==> config.mk <==
export PLATFORM = sky130hd
export DESIGN_NAME = ffc_ctrl
export DESIGN_NICKNAME = d
export VERILOG_FILES = /design/src/hw/rtl/four_function_calculator_keys_defines.svh /design/src/hw/rtl/ffc_pkg.sv /design/src/hw/rtl/ffc_ctrl.sv
export SDC_FILE = /design/constraint.sdc
export NUM_CORES = 1
export LEC_CHECK = 0
export ABC_AREA = 0
export BUFFER_PORTS_ARGS = -buffer_cell sky130_fd_sc_hd__buf_2
export CORE_ASPECT_RATIO = 0.5
export CORE_MARGIN = 2
export CORE_UTILIZATION = 40
export DETAILED_ROUTE_END_ITERATION = 8
export GPL_TIMING_DRIVEN = 0
export PLACE_DENSITY = 0.67
export RECOVER_POWER = 25
export SLEW_MARGIN = 20
export SYNTH_ARGS = -nofsm -noshare
export SYNTH_HDL_FRONTEND = slang
export SYNTH_SLANG_ARGS = --single-unit
export TNS_END_PERCENT = 10
==> constraint.sdc <==
create_clock -name clock -period 2.35 [get_ports clock]
set_clock_uncertainty 0.15 [all_clocks]
set_input_delay 0.47 -clock clock [delete_from_list [all_inputs] [get_ports clock]]
set_output_delay 0.47 -clock clock [all_outputs]
set_load 0.03 [all_outputs]
==> src/hw/rtl/four_function_calculator_keys_defines.svh <==
// assertion macros for the calculator key engine
`ifndef FOUR_FUNCTION_CALCULATOR_KEYS_DEFINES_SVH
`define FOUR_FUNCTION_CALCULATOR_KEYS_DEFINES_SVH

// implication checked on every rising clock edge outside reset
`define FFC_ASSERT_IMP(label, clk, rst, ante, cons, msg) \
   label: assert property (@(posedge clk) disable iff (rst) (ante) |-> (cons)) \
      else $error(msg);

// implication whose consequent is checked in the cycle after the antecedent
`define FFC_ASSERT_NEXT(label, clk, rst, ante, cons, msg) \
   label: assert property (@(posedge clk) disable iff (rst) (ante) |=> (cons)) \
      else $error(msg);

`endif

==> src/hw/rtl/ffc_pkg.sv <==
// shared types, constants and key codes of the calculator key engine
package ffc_pkg;

   localparam int DISPLAY_DIGITS_DEF = 8;
   localparam int OUT_DIGITS = 8;
   localparam int KEY_W = 5;
   localparam int DIG_W = 4;
   localparam int TONE_W = 11;
   localparam int SYM_W = 3;
   localparam int VAL_W = 32;
   // wide enough for a held value times ten and a 32 by 32 product
   localparam int WIDE_W = 64;

   localparam logic [KEY_W-1:0] KEY_NONE = 5'd0;
   localparam logic [KEY_W-1:0] KEY_ZERO = 5'd10;
   localparam logic [KEY_W-1:0] KEY_ADD = 5'd11;
   localparam logic [KEY_W-1:0] KEY_SUB = 5'd12;
   localparam logic [KEY_W-1:0] KEY_MUL = 5'd13;
   localparam logic [KEY_W-1:0] KEY_DIV = 5'd14;
   localparam logic [KEY_W-1:0] KEY_EQUALS = 5'd15;
   localparam logic [KEY_W-1:0] KEY_CLEAR = 5'd16;

   localparam logic [DIG_W-1:0] DIG_BLANK = 4'd10;
   localparam logic [DIG_W-1:0] DIG_MINUS = 4'd11;

   localparam logic [1:0] OP_ADD = 2'd0;
   localparam logic [1:0] OP_SUB = 2'd1;
   localparam logic [1:0] OP_MUL = 2'd2;
   localparam logic [1:0] OP_DIV = 2'd3;

   // datapath command codes
   localparam logic [2:0] CMD_NONE = 3'd0;
   localparam logic [2:0] CMD_DIGIT = 3'd1;
   localparam logic [2:0] CMD_OPER = 3'd2;
   localparam logic [2:0] CMD_EQUALS = 3'd3;
   localparam logic [2:0] CMD_CLEAR = 3'd4;
   localparam logic [2:0] CMD_START = 3'd5;

   typedef struct packed {
      logic          start;
      logic [2:0]    cmd;
      logic [KEY_W-1:0] key;
   } ffc_cmd_type;

   typedef struct packed {
      logic done;
   } ffc_status_type;

   function automatic logic [TONE_W-1:0] tone_of(input logic [KEY_W-1:0] key);
      logic [TONE_W-1:0] t;
      case (key)
         5'd1: t = 11'd250;
         5'd2: t = 11'd300;
         5'd3: t = 11'd330;
         5'd4: t = 11'd360;
         5'd5: t = 11'd390;
         5'd6: t = 11'd420;
         5'd7: t = 11'd450;
         5'd8: t = 11'd520;
         5'd9: t = 11'd555;
         5'd10: t = 11'd666;
         5'd11: t = 11'd700;
         5'd12: t = 11'd780;
         5'd13: t = 11'd880;
         5'd14: t = 11'd1000;
         5'd15: t = 11'd1100;
         5'd16: t = 11'd1200;
         default: t = '0;
      endcase
      return t;
   endfunction

   function automatic logic [DIG_W-1:0] greeting_of(input int k);
      logic [DIG_W-1:0] g;
      case (k)
         0: g = 4'd0;
         1: g = 4'd4;
         2: g = 4'd4;
         3: g = 4'd1;
         4: g = 4'd6;
         5: g = 4'd5;
         6: g = 4'd5;
         7: g = 4'd0;
         default: g = DIG_BLANK;
      endcase
      return g;
   endfunction

   function automatic longint pow10(input int e);
      longint r;
      r = 1;
      for (int i = 0; i < e; i++) r = r * 10;
      return r;
   endfunction

   function automatic longint clip_hi(input longint v);
      return (v > 64'sd2147483647) ? 64'sd2147483647 : v;
   endfunction

   function automatic longint clip_lo(input longint v);
      return (v < -64'sd2147483648) ? -64'sd2147483648 : v;
   endfunction

endpackage

==> src/hw/rtl/ffc_ctrl.sv <==
// controller state machine of the calculator key engine
module ffc_ctrl
   import ffc_pkg::*;
(
   input  logic                 clock,
   input  logic                 reset,
   input  logic                 req_tvalid,
   output logic                 req_tready,
   input  logic [KEY_W-1:0]     key_code,
   output logic                 rsp_tvalid,
   input  logic                 rsp_tready,
   output ffc_cmd_type          cmd,
   input  ffc_status_type       status,
   output logic [TONE_W-1:0]    tone_hz,
   output logic [SYM_W-1:0]     operator_symbol
);

   localparam logic [1:0] ST_IDLE = 2'd0;
   localparam logic [1:0] ST_WORK = 2'd1;
   localparam logic [1:0] ST_SEND = 2'd2;

   logic [1:0] state_ff, state_in;
   logic started_ff, started_in;
   logic [TONE_W-1:0] tone_ff, tone_in;
   logic [SYM_W-1:0] sym_ff, sym_in;
   logic [2:0] kind;
   logic accept;
   logic act;

   assign req_tready = (state_ff == ST_IDLE);
   assign accept = req_tvalid && req_tready;
   assign rsp_tvalid = (state_ff == ST_SEND);
   assign tone_hz = tone_ff;
   assign operator_symbol = sym_ff;
   assign act = started_ff || (key_code == KEY_CLEAR);

   always_comb begin
      if (!act || key_code == KEY_NONE || key_code > KEY_CLEAR) begin
         kind = CMD_NONE;
      end else if (key_code <= KEY_ZERO) begin
         kind = CMD_DIGIT;
      end else if (key_code <= KEY_DIV) begin
         kind = CMD_OPER;
      end else if (key_code == KEY_EQUALS) begin
         kind = CMD_EQUALS;
      end else if (!started_ff) begin
         kind = CMD_START;
      end else begin
         kind = CMD_CLEAR;
      end
   end

   always_comb begin
      cmd.start = accept;
      cmd.cmd = kind;
      cmd.key = key_code;
   end

   always_comb begin
      state_in = state_ff;
      started_in = started_ff;
      tone_in = tone_ff;
      sym_in = sym_ff;
      case (state_ff)
         ST_IDLE: begin
            if (accept) begin
               state_in = ST_WORK;
               started_in = act;
               tone_in = act ? tone_of(key_code) : '0;
               sym_in = (key_code >= KEY_ADD && key_code <= KEY_CLEAR)
                  ? SYM_W'(key_code - KEY_ZERO) : '0;
            end
         end
         ST_WORK: begin
            if (status.done) state_in = ST_SEND;
         end
         ST_SEND: begin
            if (rsp_tready) state_in = ST_IDLE;
         end
         default: state_in = ST_IDLE;
      endcase
   end

   always_ff @(posedge clock) begin
      if (reset) begin
         state_ff <= ST_IDLE;
         started_ff <= 1'b0;
      end else begin
         state_ff <= state_in;
         started_ff <= started_in;
      end
      tone_ff <= tone_in;
      sym_ff <= sym_in;
   end

endmodule

==> flow_summary.json, run 1 <==
{
  "cts_htree_levels": 1,
  "grt_start_max_net_pins": 17,
  "hp-class": "input port to flop",
  "ys.warnings.count": 0,
  "final_ws_setup_ps": -85.1,
  "number_of_antenna_violations_at_the_first_check_in_global_routing": 0,
  "post_synth.cell_area_avg_sq_um": 10.3,
  "dieArea_sq_um": 3510,
  "postSynthRegisterBits": 17,
  "reg2regPathDepth": 1,
  "total_leakage_power_uw": 0.000677,
  "hold_path.startpoint": "reset",
  "fmax_ghz": 0.411,
  "cts_hold_buffers": 0,
  "synth_sequential_area_ratio_pct": 39.7,
  "drive_above_1_share_pct": 38.2,
  "r2r-end": "tone_hz[5]$_SDFFCE_PP0P_",
  "setup.worst_path.class": "input port to output pin",
  "critPathMaxStageDelay_ps": 390,
  "hold_path_end": "state_ff[1]$_SDFFE_PP0P_",
  "unrepaired_setup_endpoints_after_global_routing": "true",
  "ant_nets": 0,
  "floorplan.die.width_um": 81.8,
  "grt_overflow_total": 0,
  "cts_buffer_depth": 2,
  "end_kind": "output pin",
  "synth_nets": 137,
  "irDropWorstVdd_v": 0.000251,
  "fin_cells": 205,
  "port_buffers": 33,
  "final_layout_worst_hold_slack_ps": 270,
  "clockRootBuffer": "sky130_fd_sc_hd__clkbuf_8",
  "fin_crit_sh_pct": 104,
  "critical_path.cell_chain": "buf_12 -> buf_8 -> inv_6 -> ha_4 -> or3b_4 -> a21oi_4 -> o21ba_4 -> buf_6",
  "row_count": 14,
  "pins_over_their_slew_limit": 0,
  "initial_core_util_pct": 41.1,
  "outcome": "finished with violations",
  "hold_viol": 0,
  "synthCells": 118,
  "nets": 185,
  "groute.usage.overall_pct": 16.2,
  "antenna-diode-count": 0,
  "power_density_nw_per_um2": 479,
  "layout.cells.most_common_list": "19 x sky130_fd_sc_hd__buf_4, 18 x sky130_fd_sc_hd__buf_2, 14 x sky130_fd_sc_hd__edfxtp_1, 12 x sky130_fd_sc_hd__clkbuf_1, 10 x sky130_fd_sc_hd__nor2_1",
  "regToRegStartpoint": "state_ff[1]$_SDFFE_PP0P_",
  "clk_pin_slew_ps": 60,
  "vertical_die_dimension_um": 42.9,
  "synthesis.area_sq_um": 1210,
  "placedCellCount": 191,
  "setup.worst_path.start_class": "input port",
  "setup-tns-final_ps": -194,
  "dp.final_hpwl_mm": 1.95,
  "vias": 1045,
  "place.gp.congestion": 0.844,
  "slowest_cell_on_the_critical_path": "sky130_fd_sc_hd__or3b_4",
  "hold_depth": 2,
  "numClockSinks": 17,
  "req_time_crit_path_ps": 1730,
  "numCtsBuffers": 3,
  "core_sq_um": 2940,
  "failed_checks": "setup timing",
  "synth_async_sr_flop_share_pct": 0,
  "clock_latency_reported_for_the_late_side_of_the_worst_skew_pair_ps": 240,
  "maxCapViolCount": 0,
  "first_iter_violations": 110,
  "grt_pass1_wl_mm": 4.39,
  "distinct_cells_synth": 42,
  "leading_cell_type_in_the_layout_fill_and_taps_excluded": "sky130_fd_sc_hd__buf_4",
  "finalWorstPathRequiredPeriod_ps": 2440,
  "syn2layout_area_growth_pct": 37.2,
  "tritoncts": "yes",
  "ys_dominant_reg_cell": "sky130_fd_sc_hd__edfxtp_1",
  "drc_errors": 0,
  "wl_mm": 2.90,
  "relSlewSlack_pct": 48.8,
  "synth_enable_flop_cells": 14,
  "path_max_fanout": 6,
  "route.detailed.vias_per_inst": 5.10,
  "r2r_slack_ps": 790,
  "routedWlPerCell_um": 14.1,
  "count_of_endpoints_failing_setup_in_the_final_report": 3,
  "first_global_vias": 877,
  "tightestPinTransition_ps": 767,
  "critical_path_arrival_ps": 1820,
  "firstDrtPassIters": 4,
  "num_io_pins": 35
}
-- logic make-up (layout without fill, tap and decap cells) --
family	Yosys count	in the layout	share of synthesized area [%]
muxes	3	3	2.48
adders and majority gates	9	9	9.31
xor gates and xnor gates	1	1	0.724
and+or+nand+nor	41	41	19.4
DFF	17	17	39.7
buffers and inverters	18	65	9.82
AOI/OAI and AO/OA	29	29	18.5
-- sequential cells by signal, indices dropped and copies added, names as in the netlist --
name,count
state_ff,2
tone_hz,11
operator_symbol,3
started_ff,1
-- cells in the mapped netlist (2+ instances only) --
library cell	count	area [sq um]
sky130_fd_sc_hd__nand2_1	4	15.0
sky130_fd_sc_hd__buf_4	7	52.6
sky130_fd_sc_hd__edfxtp_1	14	420
sky130_fd_sc_hd__nand2b_1	6	37.5
sky130_fd_sc_hd__inv_1	5	18.8
sky130_fd_sc_hd__a31oi_1	3	18.8
sky130_fd_sc_hd__nor2b_1	6	37.5
sky130_fd_sc_hd__a211oi_1	2	15.0
sky130_fd_sc_hd__nand3_1	2	10.0
sky130_fd_sc_hd__a21oi_1	9	45.0
sky130_fd_sc_hd__nand3b_1	2	15.0
sky130_fd_sc_hd__buf_2	2	10.0
sky130_fd_sc_hd__mux2i_1	3	30.0
sky130_fd_sc_hd__dfxtp_1	3	60.1
sky130_fd_sc_hd__buf_6	3	33.8
sky130_fd_sc_hd__nand4b_1	2	17.5
sky130_fd_sc_hd__nor3_1	2	10.0
sky130_fd_sc_hd__ha_1	9	113
sky130_fd_sc_hd__nor2_1	10	37.5
sky130_fd_sc_hd__nor3b_1	2	15.0
-- what timing repair did --
action / CTS / global route
setup endpoints to repair: 4 / 4
buffers inserted: 1 / 9
pin swaps: 2 / 2
resized for setup: 15 / 17
-- metal layers --
layer  global-route usage, %  up-vias  wire length [um]
li1                        -      520                 -
met1                    24.7      467              1360
met2                    22.6       46              1240
met3                    1.70       12               221
met4                    8.00        0                76
met5                       0        -                 0
-- area by class of cell --
cell class / count / area [sq um]
Tap cell: 40 / 50.0
Inverter: 5 / 28.8
Buffer: 13 / 120
Timing Repair Buffer: 43 / 256
Multi-Input combinational cell: 83 / 679
Clock buffer: 4 / 45.0
Sequential cell: 17 / 480
Fill cell: 253 / 1280
-- worst max path at each step --
stage,startpoint,end
after global routing,key_code[2],cmd[7]
after detailed placement,key_code[0],cmd[5]
after floorplan,key_code[2],cmd[6]
final,key_code[0],cmd[5]
after global placement,key_code[0],cmd[5]
after CTS,key_code[0],cmd[5]
-- metrics by stage --
stage	setup WS (ps)	cell area [sq um]	power [uW]	util [%]
finish	-85.1	1660	795	56.4
global route	-136	1660	831	56.4
CTS	-216	1540	774	52.3
detailed placement	-490	1440	557	48.9
global placement	-492	1440	554	48.9
floorplan	-127	1220	504	-
-- report_power, final --
part,internal [uW],total [uW],switching [uW]
registers,346,354,8.01
logic,91.4,232,141
clock network,120,209,89.4
total,557,795,238
-- worst max-delay path, delay by kind of cell --
kind	cells	cell delay, ps
compound gates	2	360
simple gates	1	390
buf+inv	4	420
fa+ha+maj	1	160
(Power assumes the default switching activity.)
==> inputs of run 2 (changes only) <==
--- a/config.mk
+++ b/config.mk
@@ -7,12 +7,12 @@
 export LEC_CHECK = 0
 export ABC_AREA = 0
 export BUFFER_PORTS_ARGS = -buffer_cell sky130_fd_sc_hd__buf_2
-export CORE_ASPECT_RATIO = 0.5
 export CORE_MARGIN = 2
-export CORE_UTILIZATION = 40
+export CORE_UTILIZATION = 48
+export CTS_BUF_LIST = sky130_fd_sc_hd__clkbuf_8
 export DETAILED_ROUTE_END_ITERATION = 8
 export GPL_TIMING_DRIVEN = 0
-export PLACE_DENSITY = 0.67
+export PLACE_DENSITY = 0.78
 export RECOVER_POWER = 25
 export SLEW_MARGIN = 20
 export SYNTH_ARGS = -nofsm -noshare
==> constraint.sdc (replaced) <==
create_clock -name clock -period 2.35 [get_ports clock]
set_clock_uncertainty 0.15 [all_clocks]
set_input_delay 0.3525 -clock clock [delete_from_list [all_inputs] [get_ports clock]]
set_output_delay 0.3525 -clock clock [all_outputs]
set_load 0.03 [all_outputs]
==> run 2 against run 1 <==
  * The run still ends with setup timing left
  * Combinational power shrank 8%
  * Critical endpoint is now cmd[7]
  * Largest cell class unchanged
  * Die area shrank 16%
  * Non-clock buffer count shrank 6
  * Utilization grew 7.0 points
  * Sequential share of layout area grew 2.2 points
==> flow_summary.json, run 2 (synthesis gave the netlist of run 1 again) <==
{
  "outcome": "finished with violations",
  "failed_checks": "setup timing",
  "hold_viol": 0,
  "combPwrFrac_pct": 27.1,
  "tritoncts": "yes",
  "critical_path.cell_chain": "buf_2 -> buf_6 -> buf_4 -> inv_2 -> ha_2 -> and4bb_2 -> a21oi_4 -> nor3_1 -> buf_4",
  "route.detailed.vias_per_inst": 5.74,
  "maxCapViolCount": 0,
  "critical_path_buf_inv_count": 5,
  "row_count": 18,
  "critPathMaxStageDelay_ps": 310,
  "numCtsBuffers": 3,
  "first_global_vias": 1019,
  "clock_latency_reported_for_the_late_side_of_the_worst_skew_pair_ps": 260,
  "pwr-share-seq_pct": 44.4,
  "cts_htree_levels": 1,
  "power.share.switching_pct": 31.9,
  "tightestPinTransition_ps": 489,
  "r2r-end": "tone_hz[10]$_SDFFCE_PP0P_",
  "core_sq_um": 2430,
  "pins_over_their_slew_limit": 0,
  "cts_buffer_depth": 2,
  "clockRootBuffer": "sky130_fd_sc_hd__clkbuf_8",
  "count_of_endpoints_failing_setup_in_the_final_report": 1,
  "hold_path_end": "state_ff[1]$_SDFFE_PP0P_",
  "unrepaired_setup_endpoints_after_global_routing": "true",
  "grt_start_max_net_pins": 12,
  "hold_depth": 2,
  "clk_pin_slew_ps": 70,
  "leading_cell_type_in_the_layout_fill_and_taps_excluded": "sky130_fd_sc_hd__buf_2",
  "r2r_slack_ps": 790,
  "antenna-diode-count": 0,
  "routedWlPerCell_um": 15.8,
  "hp-class": "input port to flop",
  "ant_nets": 0,
  "finalWorstPathRequiredPeriod_ps": 2350,
  "syn2layout_area_growth_pct": 27.4,
  "nets": 179,
  "largest_register_ffs": 11,
  "num-fill-cells": 201,
  "total_leakage_power_uw": 0.000637,
  "wl_mm": 2.98,
  "slowest_cell_on_the_critical_path": "sky130_fd_sc_hd__and4bb_2",
  "end_kind": "output pin",
  "drc_errors": 0,
  "floorplan.die.width_um": 54.2,
  "final_ws_setup_ps": -0.850,
  "reg2regPathDepth": 2,
  "layout.cells.most_common_list": "18 x sky130_fd_sc_hd__buf_2, 15 x sky130_fd_sc_hd__buf_4, 14 x sky130_fd_sc_hd__edfxtp_1, 12 x sky130_fd_sc_hd__clkbuf_1, 10 x sky130_fd_sc_hd__nor2_1",
  "num_io_pins": 35,
  "cell_internal_pwr_uw": 540,
  "most_numerous_cell_on_the_critical_path": "sky130_fd_sc_hd__buf_4",
  "preCtsSetupSlack_ps": -265,
  "dieArea_sq_um": 2940,
  "irDropWorstVdd_v": 0.000351,
  "final_layout_worst_hold_slack_ps": 130,
  "critical_path.top_delay_family": "buffers and inverters",
  "cts_hold_buffers": 0,
  "port_buffers": 33,
  "topRoutingLayerUsed": "met4",
  "power.switching_uw": 253,
  "initial_core_util_pct": 49.7,
  "numClockSinks": 17,
  "setup.worst_path.start_class": "input port",
  "critical_path_arrival_ps": 1850,
  "vias": 1084,
  "first_iter_violations": 38,
  "power_density_nw_per_um2": 514,
  "groute.usage.overall_pct": 21.4,
  "grt_pass1_wl_mm": 4.54,
  "req_time_crit_path_ps": 1850,
  "number_of_antenna_violations_at_the_first_check_in_global_routing": 0,
  "path_max_fanout": 10,
  "fmax_ghz": 0.425,
  "met3_wirelength_um": 228,
  "power.clock.fraction_pct": 28.5,
  "hold_path.startpoint": "reset",
  "grt_overflow_total": 0,
  "relSlewSlack_pct": 67.3,
  "vertical_die_dimension_um": 54.2,
  "fin_crit_sh_pct": 100,
  "setup.worst_path.class": "input port to output pin",
  "firstDrtPassIters": 4,
  "routedLengthMet1_mm": 1.20,
  "regToRegStartpoint": "state_ff[0]$_SDFFE_PP0P_",
  "dp.final_hpwl_mm": 1.97,
  "wl_met2_mm": 1.49,
  "place.gp.congestion": 0.872,
  "drive_above_1_share_pct": 34.6,
  "setup-tns-final_ps": -0.850
}
run 2: what timing repair did:
item / CTS / global route
pin swaps: 1 / 1
setup buffers: 2 / 1
endpoints found under the setup margin: 3 / 3
cloned: 0 / 0
gates resized for setup: 9 / 9
run 2: worst max path at each step:
stage / start / to / slack, ps / depth (start not counted)
CTS: key_code[2] / cmd[6] / 6 / 9
detailed placement: key_code[0] / cmd[5] / -260 / 8
finish: key_code[2] / cmd[7] / -0.8 / 9
global placement: req_tvalid / cmd[8] / -640 / 4
global route: key_code[2] / cmd[7] / -60 / 9
floorplan: key_code[2] / cmd[7] / -130 / 7
run 2: routing by layer:
layer | track usage, % | up-vias
met5 | 0 | -
met4 | 11.3 | 0
met3 | 1.94 | 5
met2 | 36.9 | 64
met1 | 26.0 | 507
li1 | - | 508
run 2: power groups by stage:
stage	clock network (uW)	logic, uW	registers [uW]
floorplan	0	112	391
global placement	0	192	358
detailed placement	0	201	358
CTS	218	210	352
global route	228	231	355
finish	226	214	352
run 2: layout make-up:
type                    instances  area (sq um)  area share (%)
multi-input cells              83           652            42.3
flip-flops and latches         17           480            31.2
repair buffers                 37           191            12.4
plain buffers                  13           113            7.31
clock buffers                   3          41.3            2.68
well taps                      30          37.5            2.44
inverters                       5          21.3            1.38
clock inverters                 1          5.00           0.325
run 2: per-stage QoR:
| stage | total power, uW | instance area, sq um | instances | util [%] |
|---|---|---|---|---|
| 3_5_place_dp | 559 | 1430 | 182 | 58.8 |
| 2_1_floorplan | 503 | 1210 | 118 | - |
| 5_1_grt | 814 | 1540 | 189 | 63.4 |
| 6_report | 793 | 1540 | 189 | 63.4 |
| 4_1_cts | 780 | 1520 | 188 | 62.6 |
| 3_3_place_gp | 550 | 1420 | 181 | 58.3 |
==> inputs of run 3 (changes only) <==
--- a/config.mk
+++ b/config.mk
@@ -7,12 +7,12 @@
 export LEC_CHECK = 0
 export ABC_AREA = 0
 export BUFFER_PORTS_ARGS = -buffer_cell sky130_fd_sc_hd__buf_2
-export CORE_MARGIN = 2
-export CORE_UTILIZATION = 48
-export CTS_BUF_LIST = sky130_fd_sc_hd__clkbuf_8
+export CORE_ASPECT_RATIO = 0.5
+export CORE_UTILIZATION = 46
+export CTS_BUF_LIST = sky130_fd_sc_hd__clkbuf_16
 export DETAILED_ROUTE_END_ITERATION = 8
 export GPL_TIMING_DRIVEN = 0
-export PLACE_DENSITY = 0.78
+export PLACE_DENSITY = 0.75
 export RECOVER_POWER = 25
 export SLEW_MARGIN = 20
 export SYNTH_ARGS = -nofsm -noshare
==> run 3 against run 2 <==
  * Highest routed layer unchanged
  * Fmax is 1.7% higher
  * Power increased by 13%
  * Routed wire length down 10%
  * Sequential share of layout area decreased by 1.1 points
  * Critical endpoint is now cmd[5]
  * Setup slack better by 40 ps
  * First-iteration DRC count up 42%
  * Sequential power barely moved
  * Global-route usage down 0.85 points
  * Count of clock-buffer cells in the layout is the same
  * Worst hold slack better by 23 ps
  * The run now ends clean
==> flow_summary.json, run 3 (synthesis gave the netlist of run 1 again) <==
{
  "outcome": "finished, final reports clean",
  "grt_start_max_net_pins": 12,
  "num_io_pins": 35,
  "maxCapViolCount": 0,
  "antenna-diode-count": 0,
  "fin_crit_sh_pct": 98.3,
  "numClockSinks": 17,
  "initial_core_util_pct": 51.7,
  "dieArea_sq_um": 2850,
  "clk_pin_slew_ps": 50,
  "count_of_endpoints_failing_setup_in_the_final_report": 0,
  "setup.worst_path.start_class": "input port",
  "number_of_antenna_violations_at_the_first_check_in_global_routing": 0,
  "core_sq_um": 2340,
  "row_count": 12,
  "gr-usage-met1_pct": 29.7,
  "clockRootBuffer": "sky130_fd_sc_hd__clkbuf_16",
  "hp-class": "input port to flop",
  "first_iter_violations": 54,
  "hold_depth": 2,
  "route.detailed.vias_per_inst": 5.10,
  "register_area_sq_um": 480,
  "power_density_nw_per_um2": 558,
  "place_area_sq_um": 1440,
  "drive_above_1_share_pct": 35.4,
  "wl_mm": 2.68,
  "vias": 999,
  "layout.cells.most_common_list": "20 x sky130_fd_sc_hd__buf_2, 15 x sky130_fd_sc_hd__buf_4, 14 x sky130_fd_sc_hd__edfxtp_1, 12 x sky130_fd_sc_hd__clkbuf_1, 10 x sky130_fd_sc_hd__nor2_1",
  "path_max_fanout": 7,
  "final_cell_area_sq_um": 1600,
  "pwr-share-seq_pct": 39.6,
  "syn2layout_area_growth_pct": 32.3,
  "final_layout_worst_hold_slack_ps": 152,
  "vertical_die_dimension_um": 38.3,
  "num-fill-cells": 193,
  "irDropWorstVdd_v": 0.000440,
  "dp.final_hpwl_mm": 1.91,
  "port_buffers": 33,
  "numCtsBuffers": 3,
  "hold_viol": 0,
  "relSlewSlack_pct": 63.1,
  "power.switching_uw": 242,
  "grt_pass1_wl_mm": 4.15,
  "tritoncts": "yes",
  "cts_htree_levels": 1,
  "firstDrtPassIters": 4,
  "critical_path.cell_chain": "buf_2 -> buf_6 -> inv_4 -> ha_4 -> or3b_4 -> a21oi_4 -> o21ba_2 -> buf_4",
  "combPwrFrac_pct": 24.1,
  "cts_buffer_depth": 2,
  "finalWorstPathRequiredPeriod_ps": 2310,
  "fmax_ghz": 0.433,
  "end_kind": "output pin",
  "pins_over_their_slew_limit": 0,
  "drc_errors": 0,
  "critPathMaxStageDelay_ps": 400,
  "tightestPinTransition_ps": 552,
  "floorplan.die.width_um": 74.5,
  "critical_path_arrival_ps": 1810,
  "power.clock.fraction_pct": 36.3,
  "setup.worst_path.class": "input port to output pin",
  "use_met2_pct": 30.4,
  "ant_nets": 0,
  "clock_latency_reported_for_the_late_side_of_the_worst_skew_pair_ps": 240,
  "total_leakage_power_uw": 0.000663,
  "leading_cell_type_in_the_layout_fill_and_taps_excluded": "sky130_fd_sc_hd__buf_2",
  "grt_overflow_total": 0,
  "grt-busiest-layer": "met2",
  "reg2regPathDepth": 2,
  "req_time_crit_path_ps": 1850,
  "groute.usage.overall_pct": 20.5,
  "power.share.switching_pct": 27.0,
  "first_global_vias": 874,
  "globalRouteMet3Util_pct": 2.89,
  "multi_input_area_sq_um": 662,
  "largest_register_ffs": 11,
  "place.gp.congestion": 0.881,
  "routedWlPerCell_um": 13.7,
  "nets": 181,
  "cell_internal_pwr_uw": 652,
  "slowest_cell_on_the_critical_path": "sky130_fd_sc_hd__or3b_4"
}
[run 3: path summary, 6_finish.rpt]
check / slack (ps) / startpoint / to
hold reg to reg: 360 / state_ff[1]$_SDFFE_PP0P_ / state_ff[0]$_SDFFE_PP0P_
setup reg to reg: 840 / state_ff[0]$_SDFFE_PP0P_ / tone_hz[9]$_SDFFCE_PP0P_
hold / removal: 150 / reset / started_ff$_SDFFE_PP0P_
setup / recovery: 40 / key_code[0] / cmd[5]
[run 3: per-layer routing]
layer	vias to the layer above	wire length, um
li1	512	-
met1	450	1360
met2	35	1110
met3	2	174
met4	0	27
met5	-	0
[run 3: timing repair]
item / 4_1_cts / 5_1_grt
gates cloned: 0 / 0
resized for setup: 10 / 7
hold buffers: 0 / 0
buffers inserted: 1 / 4
pin swaps: 1 / 1
endpoints found under the setup margin: 3 / 2
[run 3: cell type report]
type / instances / share of cell area, %
multi-input cells: 83 / 41.4
flip-flops and latches: 17 / 30.0
repair buffers: 39 / 12.8
plain buffers: 13 / 6.80
clock buffers: 3 / 4.69
well taps: 35 / 2.74
inverters: 5 / 1.33
clock inverters: 1 / 0.235
[run 3: per-stage QoR]
stage | util [%] | setup slack [ps] | TNS, ps | total power [uW] | cells
floorplan | - | -134 | -181 | 503 | 118
global placement | 60.8 | -593 | -3900 | 552 | 186
detailed placement | 61.5 | -227 | -501 | 559 | 187
CTS | 66.6 | 33.5 | 0 | 892 | 192
global route | 68.3 | -22.1 | -26.0 | 930 | 196
finish | 68.3 | 38.8 | 0 | 894 | 196
[run 3: power by group through the flow]
| stage | registers [uW] | logic [uW] | clock network (uW) |
|---|---|---|---|
| global route | 356 | 233 | 340 |
| floorplan | 391 | 112 | 0 |
| CTS | 354 | 209 | 329 |
| finish | 354 | 216 | 324 |
| global placement | 359 | 194 | 0 |
| detailed placement | 359 | 200 | 0 |
[run 3: worst max-delay path, delay by kind of cell]
family                   cells  cell delay, ps
AO/OA/AOI/OAI                2             360
adder cells (fa/ha/maj)      1             180
buffers and inverters        4             520
AND/OR/NAND/NOR              1             400
